File: config.mk
export PLATFORM = sky130hd
export DESIGN_NAME = dbpsk_amplitude_shaped_modulator_flat
export DESIGN_NICKNAME = d
export VERILOG_FILES = /design/src/sv/dasm_pkg.sv /design/src/sv/dasm_if.sv /design/src/sv/dbpsk_amplitude_shaped_modulator.sv /design/src/sv/dasm_store.sv /design/src/sv/dasm_seq.sv /design/src/flat_wrapper.sv
export SDC_FILE = /design/constraint.sdc
export NUM_CORES = 1
export LEC_CHECK = 0
export ABC_AREA = 1
export BUFFER_PORTS_ARGS = -buffer_cell sky130_fd_sc_hd__buf_2
export CAP_MARGIN = 40
export CORE_ASPECT_RATIO = 1.2
export CORE_MARGIN = 5
export CORE_UTILIZATION = 25
export DETAILED_ROUTE_END_ITERATION = 7
export GPL_TIMING_DRIVEN = 0
export HOLD_SLACK_MARGIN = 0.03
export PLACE_DENSITY = 0.43
export SLEW_MARGIN = 10
export SYNTH_ARGS = -nofsm -noshare
export SYNTH_HDL_FRONTEND = slang
export SYNTH_SLANG_ARGS = --single-unit
File: constraint.sdc
create_clock -name clk_i -period 5.6 [get_ports clk_i]
set_clock_uncertainty 0.2 [all_clocks]
set_input_delay 1.68 -clock clk_i [delete_from_list [all_inputs] [get_ports clk_i]]
set_output_delay 1.68 -clock clk_i [all_outputs]
set_load 0.02 [all_outputs]
File: src/sv/dasm_pkg.sv
// Shared types, constants and profile tables for the DBPSK amplitude-shaped modulator.
// No dependencies; every other file imports this package.
`default_nettype none

package dasm_pkg;

  localparam int MAX_FRAME_BYTES = 32;
  localparam int PROFILE_STEPS   = 40;
  localparam int TABLE_LEN       = 40;

  localparam int CMD_W   = 2;
  localparam int BYTE_W  = 8;
  localparam int SLOT_W  = 5;
  localparam int LEN_W   = 6;
  localparam int LEVEL_W = 7;
  localparam int POS_W   = $clog2(PROFILE_STEPS + 1);
  localparam int ADDR_W  = $clog2(MAX_FRAME_BYTES);
  localparam int BPOS_W  = ADDR_W + 1;
  localparam int TAB_W   = $clog2(TABLE_LEN);

  typedef enum logic [CMD_W-1:0] {
    CMD_LOAD  = 2'd0,
    CMD_START = 2'd1,
    CMD_TICK  = 2'd2
  } dasm_cmd_e;

  localparam logic [LEVEL_W-1:0] RAMP_TAB [TABLE_LEN] = '{
    7'd0,  7'd8,  7'd16, 7'd23, 7'd29, 7'd36, 7'd43, 7'd49, 7'd55, 7'd60,
    7'd65, 7'd70, 7'd74, 7'd78, 7'd81, 7'd84, 7'd86, 7'd88, 7'd89, 7'd90,
    7'd90, 7'd90, 7'd90, 7'd90, 7'd90, 7'd90, 7'd90, 7'd90, 7'd90, 7'd90,
    7'd90, 7'd90, 7'd90, 7'd90, 7'd90, 7'd90, 7'd90, 7'd90, 7'd90, 7'd90
  };

  localparam logic [LEVEL_W-1:0] DIP_TAB [TABLE_LEN] = '{
    7'd90, 7'd89, 7'd88, 7'd86, 7'd84, 7'd81, 7'd78, 7'd74, 7'd70, 7'd65,
    7'd60, 7'd55, 7'd49, 7'd43, 7'd36, 7'd29, 7'd23, 7'd16, 7'd8,  7'd0,
    7'd0,  7'd8,  7'd16, 7'd23, 7'd29, 7'd36, 7'd43, 7'd49, 7'd55, 7'd60,
    7'd65, 7'd70, 7'd74, 7'd78, 7'd81, 7'd84, 7'd86, 7'd88, 7'd89, 7'd90
  };

  function automatic logic [LEVEL_W-1:0] ramp_at(input logic [POS_W-1:0] idx);
    logic [TAB_W-1:0] i;
    i = (int'(idx) >= TABLE_LEN) ? TAB_W'(TABLE_LEN - 1) : TAB_W'(idx);
    return RAMP_TAB[i];
  endfunction

  function automatic logic [LEVEL_W-1:0] dip_at(input logic [POS_W-1:0] idx);
    logic [TAB_W-1:0] i;
    i = (int'(idx) >= TABLE_LEN) ? TAB_W'(TABLE_LEN - 1) : TAB_W'(idx);
    return DIP_TAB[i];
  endfunction

  typedef struct packed {
    logic              en;
    logic [ADDR_W-1:0] addr;
    logic [BYTE_W-1:0] data;
  } dasm_wr_t;

  typedef struct packed {
    logic [LEVEL_W-1:0] pa_level;
    logic               phase_pin;
    logic               radio_on_pulse;
    logic               radio_off_pulse;
    logic               busy_res;
  } dasm_res_t;

endpackage

`default_nettype wire

File: src/sv/dasm_if.sv
// Valid/ready channel interfaces for command beats and result beats.
// Depends on dasm_pkg for field widths.
`default_nettype none

interface dasm_in_if
  import dasm_pkg::*;
();
  logic              valid;
  logic              ready;
  logic [CMD_W-1:0]  cmd;
  logic [BYTE_W-1:0] byte_value;
  logic [SLOT_W-1:0] byte_slot;
  logic [LEN_W-1:0]  frame_bytes;

  modport source (output valid, cmd, byte_value, byte_slot, frame_bytes, input ready);
  modport sink   (input valid, cmd, byte_value, byte_slot, frame_bytes, output ready);
endinterface

interface dasm_out_if
  import dasm_pkg::*;
();
  logic               valid;
  logic               ready;
  logic [LEVEL_W-1:0] pa_level;
  logic               phase_pin;
  logic               radio_on_pulse;
  logic               radio_off_pulse;
  logic               busy_res;

  modport source (output valid, pa_level, phase_pin, radio_on_pulse, radio_off_pulse,
                  busy_res, input ready);
  modport sink   (input valid, pa_level, phase_pin, radio_on_pulse, radio_off_pulse,
                  busy_res, output ready);
endinterface

`default_nettype wire

File: src/sv/dbpsk_amplitude_shaped_modulator.sv
// Amplitude-shaped DBPSK modulator: one command beat in, one result beat out per cycle.
// The block takes one beat every cycle while the result register is free or being
// drained; its result shows in the output register the cycle after acceptance. A tick
// looks up one ramp or dip profile entry; the current frame byte is kept prefetched from
// the 32-byte store (one write and one registered read port, same-address writes
// forwarded), so no tick waits on the memory. The store has no clearing pass after reset.
// Depends on dasm_pkg, dasm_if, dasm_store and dasm_seq.
`default_nettype none

module dbpsk_amplitude_shaped_modulator
  import dasm_pkg::*;
(
  input  wire logic clk_i,
  input  wire logic rst_ni,
  dasm_in_if.sink   in_i,
  dasm_out_if.source out_o
);

  logic              accept;
  logic              out_valid_q;
  dasm_res_t         res, res_q;
  dasm_wr_t          wr;
  logic [ADDR_W-1:0] rd_addr;
  logic [BYTE_W-1:0] rd_data;

  assign in_i.ready = !out_valid_q || out_o.ready;
  assign accept     = in_i.valid && in_i.ready;

  dasm_seq u_seq (
    .clk_i         (clk_i),
    .rst_ni        (rst_ni),
    .accept_i      (accept),
    .cmd_i         (in_i.cmd),
    .byte_value_i  (in_i.byte_value),
    .byte_slot_i   (in_i.byte_slot),
    .frame_bytes_i (in_i.frame_bytes),
    .byte_data_i   (rd_data),
    .wr_o          (wr),
    .rd_addr_o     (rd_addr),
    .res_o         (res)
  );

  dasm_store u_store (
    .clk_i     (clk_i),
    .wr_i      (wr),
    .rd_addr_i (rd_addr),
    .rd_data_o (rd_data)
  );

  always_ff @(posedge clk_i or negedge rst_ni) begin
    if (!rst_ni) begin
      out_valid_q <= 1'b0;
    end else if (accept) begin
      out_valid_q <= 1'b1;
    end else if (out_o.ready) begin
      out_valid_q <= 1'b0;
    end
  end

  always_ff @(posedge clk_i) begin
    if (accept) begin
      res_q <= res;
    end
  end

  assign out_o.valid           = out_valid_q;
  assign out_o.pa_level        = res_q.pa_level;
  assign out_o.phase_pin       = res_q.phase_pin;
  assign out_o.radio_on_pulse  = res_q.radio_on_pulse;
  assign out_o.radio_off_pulse = res_q.radio_off_pulse;
  assign out_o.busy_res        = res_q.busy_res;

endmodule

`default_nettype wire

File: src/sv/dasm_store.sv
// Frame byte store: one write port, one registered read port with write forwarding.
// Depends on dasm_pkg.
`default_nettype none

module dasm_store
  import dasm_pkg::*;
(
  input  wire logic              clk_i,
  input  wire dasm_wr_t          wr_i,
  input  wire logic [ADDR_W-1:0] rd_addr_i,
  output logic      [BYTE_W-1:0] rd_data_o
);

  logic [BYTE_W-1:0] mem_q [MAX_FRAME_BYTES];
  logic [BYTE_W-1:0] rd_q;

  always_ff @(posedge clk_i) begin
    if (wr_i.en) begin
      mem_q[wr_i.addr] <= wr_i.data;
    end
  end

  // forward a same-cycle write so the read data tracks the store
  always_ff @(posedge clk_i) begin
    if (wr_i.en && (wr_i.addr == rd_addr_i)) begin
      rd_q <= wr_i.data;
    end else begin
      rd_q <= mem_q[rd_addr_i];
    end
  end

  assign rd_data_o = rd_q;

endmodule

`default_nettype wire

File: src/sv/dasm_seq.sv
// Transmission sequencer: phase state, profile/bit/byte counters, held level and pin.
// Depends on dasm_pkg; reads the current frame byte from dasm_store.
`default_nettype none

module dasm_seq
  import dasm_pkg::*;
(
  input  wire logic              clk_i,
  input  wire logic              rst_ni,
  input  wire logic              accept_i,
  input  wire logic [CMD_W-1:0]  cmd_i,
  input  wire logic [BYTE_W-1:0] byte_value_i,
  input  wire logic [SLOT_W-1:0] byte_slot_i,
  input  wire logic [LEN_W-1:0]  frame_bytes_i,
  input  wire logic [BYTE_W-1:0] byte_data_i,
  output dasm_wr_t               wr_o,
  output logic      [ADDR_W-1:0] rd_addr_o,
  output dasm_res_t              res_o
);

  typedef enum logic [2:0] {
    ST_READY, ST_RAMP_UP, ST_BITS, ST_RAMP_DOWN, ST_STOP
  } state_e;

  state_e             state_q, state_d;
  logic [POS_W-1:0]   pos_q, pos_d;
  logic [2:0]         bit_q, bit_d;
  logic [ADDR_W-1:0]  byte_q, byte_d;
  logic [LEN_W-1:0]   len_q, len_d;
  logic [LEVEL_W-1:0] level_q, level_d;
  logic               pin_q, pin_d;
  logic               on, off;
  logic               pos_wrap;
  logic [BPOS_W-1:0]  byte_inc;

  assign pos_wrap = (pos_q == POS_W'(PROFILE_STEPS - 1));
  assign byte_inc = BPOS_W'(byte_q) + BPOS_W'(1);

  always_comb begin
    state_d = state_q;
    pos_d   = pos_q;
    bit_d   = bit_q;
    byte_d  = byte_q;
    len_d   = len_q;
    level_d = level_q;
    pin_d   = pin_q;
    on      = 1'b0;
    off     = 1'b0;
    wr_o.en   = 1'b0;
    wr_o.addr = ADDR_W'(byte_slot_i);
    wr_o.data = byte_value_i;
    if (accept_i) begin
      case (cmd_i)
        CMD_LOAD: begin
          wr_o.en = (state_q == ST_READY) && (int'(byte_slot_i) < MAX_FRAME_BYTES);
        end
        CMD_START: begin
          if (state_q == ST_READY) begin
            len_d   = (int'(frame_bytes_i) > MAX_FRAME_BYTES) ?
                      LEN_W'(MAX_FRAME_BYTES) : frame_bytes_i;
            pos_d   = '0;
            bit_d   = '0;
            byte_d  = '0;
            level_d = '0;
            state_d = ST_RAMP_UP;
            on      = 1'b1;
          end
        end
        CMD_TICK: begin
          case (state_q)
            ST_RAMP_UP: begin
              level_d = ramp_at(pos_q);
              pos_d   = pos_wrap ? '0 : pos_q + POS_W'(1);
              if (pos_wrap) begin
                state_d = ST_BITS;
              end
            end
            ST_BITS: begin
              if (!byte_data_i[~bit_q]) begin
                pin_d   = (pos_q == POS_W'(PROFILE_STEPS / 2));
                level_d = dip_at(pos_q);
              end else begin
                level_d = DIP_TAB[0];
              end
              pos_d = pos_wrap ? '0 : pos_q + POS_W'(1);
              if (pos_wrap) begin
                bit_d = bit_q + 3'd1;
                if (bit_q == 3'd7) begin
                  if (BPOS_W'(byte_inc) >= BPOS_W'(len_q)) begin
                    byte_d  = '0;
                    state_d = ST_RAMP_DOWN;
                  end else begin
                    byte_d = ADDR_W'(byte_inc);
                  end
                end
              end
            end
            ST_RAMP_DOWN: begin
              level_d = ramp_at(POS_W'(PROFILE_STEPS - 1) - pos_q);
              pos_d   = pos_wrap ? '0 : pos_q + POS_W'(1);
              if (pos_wrap) begin
                state_d = ST_STOP;
              end
            end
            ST_STOP: begin
              level_d = '0;
              state_d = ST_READY;
              off     = 1'b1;
            end
            default: begin
            end
          endcase
        end
        default: begin
        end
      endcase
    end
  end

  always_ff @(posedge clk_i or negedge rst_ni) begin
    if (!rst_ni) begin
      state_q <= ST_READY;
      pos_q   <= '0;
      bit_q   <= '0;
      byte_q  <= '0;
      len_q   <= '0;
      level_q <= '0;
      pin_q   <= 1'b0;
    end else begin
      state_q <= state_d;
      pos_q   <= pos_d;
      bit_q   <= bit_d;
      byte_q  <= byte_d;
      len_q   <= len_d;
      level_q <= level_d;
      pin_q   <= pin_d;
    end
  end

  assign rd_addr_o             = byte_d;
  assign res_o.pa_level        = level_d;
  assign res_o.phase_pin       = pin_d;
  assign res_o.radio_on_pulse  = on;
  assign res_o.radio_off_pulse = off;
  assign res_o.busy_res        = (state_d != ST_READY);

endmodule

`default_nettype wire

File: src/flat_wrapper.sv
// flat-port wrapper written by rule: the top's interface ports become plain ports
module dbpsk_amplitude_shaped_modulator_flat import dasm_pkg::*;
  (clk_i, rst_ni, in_i_valid, in_i_cmd, in_i_byte_value, in_i_byte_slot, in_i_frame_bytes, in_i_ready, out_o_valid, out_o_pa_level, out_o_phase_pin, out_o_radio_on_pulse, out_o_radio_off_pulse, out_o_busy_res, out_o_ready);
  dasm_in_if in_i_i ();
  dasm_out_if out_o_i ();
  input  wire logic clk_i;
  input  wire logic rst_ni;
  input wire logic [$bits(in_i_i.valid)-1:0] in_i_valid;
  input wire logic [$bits(in_i_i.cmd)-1:0] in_i_cmd;
  input wire logic [$bits(in_i_i.byte_value)-1:0] in_i_byte_value;
  input wire logic [$bits(in_i_i.byte_slot)-1:0] in_i_byte_slot;
  input wire logic [$bits(in_i_i.frame_bytes)-1:0] in_i_frame_bytes;
  output wire logic [$bits(in_i_i.ready)-1:0] in_i_ready;
  output wire logic [$bits(out_o_i.valid)-1:0] out_o_valid;
  output wire logic [$bits(out_o_i.pa_level)-1:0] out_o_pa_level;
  output wire logic [$bits(out_o_i.phase_pin)-1:0] out_o_phase_pin;
  output wire logic [$bits(out_o_i.radio_on_pulse)-1:0] out_o_radio_on_pulse;
  output wire logic [$bits(out_o_i.radio_off_pulse)-1:0] out_o_radio_off_pulse;
  output wire logic [$bits(out_o_i.busy_res)-1:0] out_o_busy_res;
  input wire logic [$bits(out_o_i.ready)-1:0] out_o_ready;
  assign in_i_i.valid = in_i_valid;
  assign in_i_i.cmd = in_i_cmd;
  assign in_i_i.byte_value = in_i_byte_value;
  assign in_i_i.byte_slot = in_i_byte_slot;
  assign in_i_i.frame_bytes = in_i_frame_bytes;
  assign in_i_ready = in_i_i.ready;
  assign out_o_valid = out_o_i.valid;
  assign out_o_pa_level = out_o_i.pa_level;
  assign out_o_phase_pin = out_o_i.phase_pin;
  assign out_o_radio_on_pulse = out_o_i.radio_on_pulse;
  assign out_o_radio_off_pulse = out_o_i.radio_off_pulse;
  assign out_o_busy_res = out_o_i.busy_res;
  assign out_o_i.ready = out_o_ready;
  dbpsk_amplitude_shaped_modulator u_core (.clk_i(clk_i), .rst_ni(rst_ni), .in_i(in_i_i), .out_o(out_o_i));
endmodule
==> metrics <==
DR vias about 10000; Die Area 61300 sq um; DRT Wirelength around 43 mm; syn_nets 1455; antenna-violating nets left 0; multi-input logic area 4500 sq um; Syn Inst Count 1399; drt pass-1 iters 5; Final #Nets 1562; max-cap violations 0; relative slew slack 43.6%; Slew Limit Fails 0; postcts setup bufs 0; Area Overhead vs Synth 18.2%; WS Path Type input port to register; final worst path period share 76.1%; RSZ-0062 raised after global routing no; CP Max Fanout 14; # DRC 0; largest net degree at the start of global routing 33; Overall Global Routing Usage 13.8%; I/O pin total 38; Skew-Pair Late Insertion Delay 0.57 ns; synthesized area per cell 10.1 sq um; PwrDens 329 nW/um^2; layout cell share with drive strength beyond 1 roughly an eighth; cts bufs inserted 36; Hold Crit Class register to register; DIE WIDTH between 200 and 250 microns; Critical Path Slowest Stage Cell nor2_1; post-synthesis sequential area ratio a little over three fifths; flops & latches, synth 304; Placed Area 15500 sq um; R2R setup slack 1.90 ns; commonest cells after routing, fill and taps aside 404 x nand2_1, 301 x nand3_1, 267 x edfxtp_1; maximum clock frequency 0.235 GHz; worst min-delay path startpoint u_core.u_seq.level_q[5]; CTS root buf clkbuf_16; Final Critical Period 4.26 ns; Yosys cell types 42; clk slew on worst S/H paths 0.05 ns; Reg area ~8900 sq um; Finished Cell Area about 17000 sq um; GR Overflow Total 0; Worst-Margin Slew 0.842 ns; core area 56000 sq um; yosys warns 0; met1 Use GR about 18%; vias in the first global route between 10000 and 15000; HPWL Detailed 30.2 mm; synthesized area 14100 sq um; GPL Wtd Cong 0.827; row count 95; 1st-iter DRT viols 794; post-CTS sizing 0; crit-path cells buf_2, inv_1, nand2_1, nand2_1, inv_1, nand3_1, nor2_1, nand3_1, nor2_1, buf_6; grt peak-use layer met2; WP data required ~5.7 ns; status finished, final reports clean; Hold Vio Cnt, Final 0; Tot Pwr between 5000 and 6000 uW; hold endpoint u_core.u_seq.level_q[5]; ANT cells 0; first-pass GRT wire length 64.0 mm; Fin Setup TNS 0 ns; GRT met3 Usage 2.13%; PortBufs 37; WP data arrival around 4.3 ns; Max stage delay on crit path 0.66 ns; CP endpoint kind register; Vias/cell 4.61; CTS Hold Buffers Added 0; Final setup viols 0; LEAKAGE around 0.0065 uW; CTS tree done; CP Launch Type input port; GR Layer Usage met2 a little under a quarter; WL/cell 19.1 microns; initial core utilization between 20% and 30%; Worst VDD drop 0.225 mV; htree depth 2; reg2reg start u_core.u_seq.pos_q[3]; initial antenna violation count 1; R2R depth 18; worst hold stages 2; fillers 5824; maximum clock insertion buffer count 3; Die Y between 200 and 300 microns; commonest non-fill, non-tap cell in the layout nand2_1; Clock Sinks between 300 and 400; Critical R2R Capture u_core.out_o.pa_level[1]
==> cell type report <==
class | count | share of cell area, %
multi-input combinational | 942 | 27.0
inverter | 92 | 2.07
sequential | 304 | 53.5
tap | 727 | 5.45
clock inverter | 20 | 1.30
clock buffer | 45 | 5.66
timing repair buffer | 69 | 3.01
buffer | 61 | 2.05
==> worst max-delay path, delay by kind of cell <==
| family | cells | cell delay (ns) |
|---|---|---|
| and+or+nand+nor | 6 | 1.78 |
| buffers and inverters | 4 | 0.84 |
==> report_power, final <==
group	internal [uW]	switching [uW]	leakage, uW
combinational	190	442	0.00304
clock	1310	967	0.000556
sequential	2530	38.8	0.00287
==> layer usage <==
metal / part of all wire, % / routed length, microns
met2: 49 / 21100
met4: 2.5 / 1090
met5: 0.030 / 13
met3: 4.8 / 2050
met1: 44 / 18800
==> cell usage after synthesis (all sizes together) <==
cell,number,share of area (%)
clkbuf,11,0.29
dfxtp,5,0.71
nand4,8,0.35
o211a,1,0.071
o22ai,4,0.18
or2,3,0.13
o41ai,1,0.062
o21ai,46,1.7
nor3,7,0.28
xor2,4,0.25
o2111ai,2,0.12
o211ai,7,0.37
o21a,1,0.053
a221oi,1,0.062
dfrtp,32,5.7
a22oi,2,0.11
inv,91,2.4
nand2,410,11
o31ai,2,0.11
o32ai,1,0.062
clkinv,1,0.027
a31oi,3,0.13
buf,50,2.1
a21oi,19,0.67
a211oi,1,0.053
ha,31,2.7
nor3b,1,0.053
nor2,84,2.5
edfxtp,267,57
nand3,303,11
==> worst max path at each step <==
stage / startpoint / endpoint
global route: out_o_ready / u_core.u_store.mem_q[7][0]
CTS: out_o_ready / u_core.u_store.mem_q[7][0]
finish: out_o_ready / u_core.u_store.mem_q[7][0]
global placement: out_o_ready / u_core.u_store.mem_q[6][2]
floorplan: out_o_ready / u_core.u_store.mem_q[0][0]
detailed placement: out_o_ready / u_core.u_store.mem_q[7][2]
==> registers in the layout, indices dropped and copies added (netlist names), named ones only <==
name	cells
u_core.out_o.radio_on_pulse	1
u_core.u_seq.byte_q	5
u_core.u_seq.pin_q	1
u_core.out_o.busy_res	1
u_core.out_o.valid	1
u_core.u_seq.level_q	7
u_core.u_seq.len_q	6
u_core.out_o.pa_level	7
u_core.out_o.phase_pin	1
u_core.u_seq.pos_q	6
u_core.u_seq.state_q	3
u_core.u_store.mem_q	256
u_core.out_o.radio_off_pulse	1
u_core.u_seq.bit_q	3
==> through the flow <==
step | hold WS (ns) | instances | util, % | worst slack [ns]
4_1_cts | 0.307 | 2259 | 29.8 | 1.33
3_5_place_dp | 0.296 | 2194 | 27.7 | 0.744
5_1_grt | 0.340 | 2260 | 29.8 | 1.12
2_1_floorplan | 0.257 | 1399 | - | 1.83
6_report | 0.305 | 2260 | 29.8 | 1.34
3_3_place_gp | 0.294 | 2163 | 27.1 | 0.633
==> cells by family after synthesis <==
| logic type | after synthesis | synth area share, % |
|---|---|---|
| AOI/OAI and AO/OA | 91 | 3.72 |
| and+or+nand+nor | 816 | 25.2 |
| buffers and inverters | 153 | 4.87 |
| xor gates and xnor gates | 4 | 0.248 |
| adders and majority gates | 31 | 2.75 |
| DFF | 304 | 63.2 |
Power figures use the tool's default switching activity.
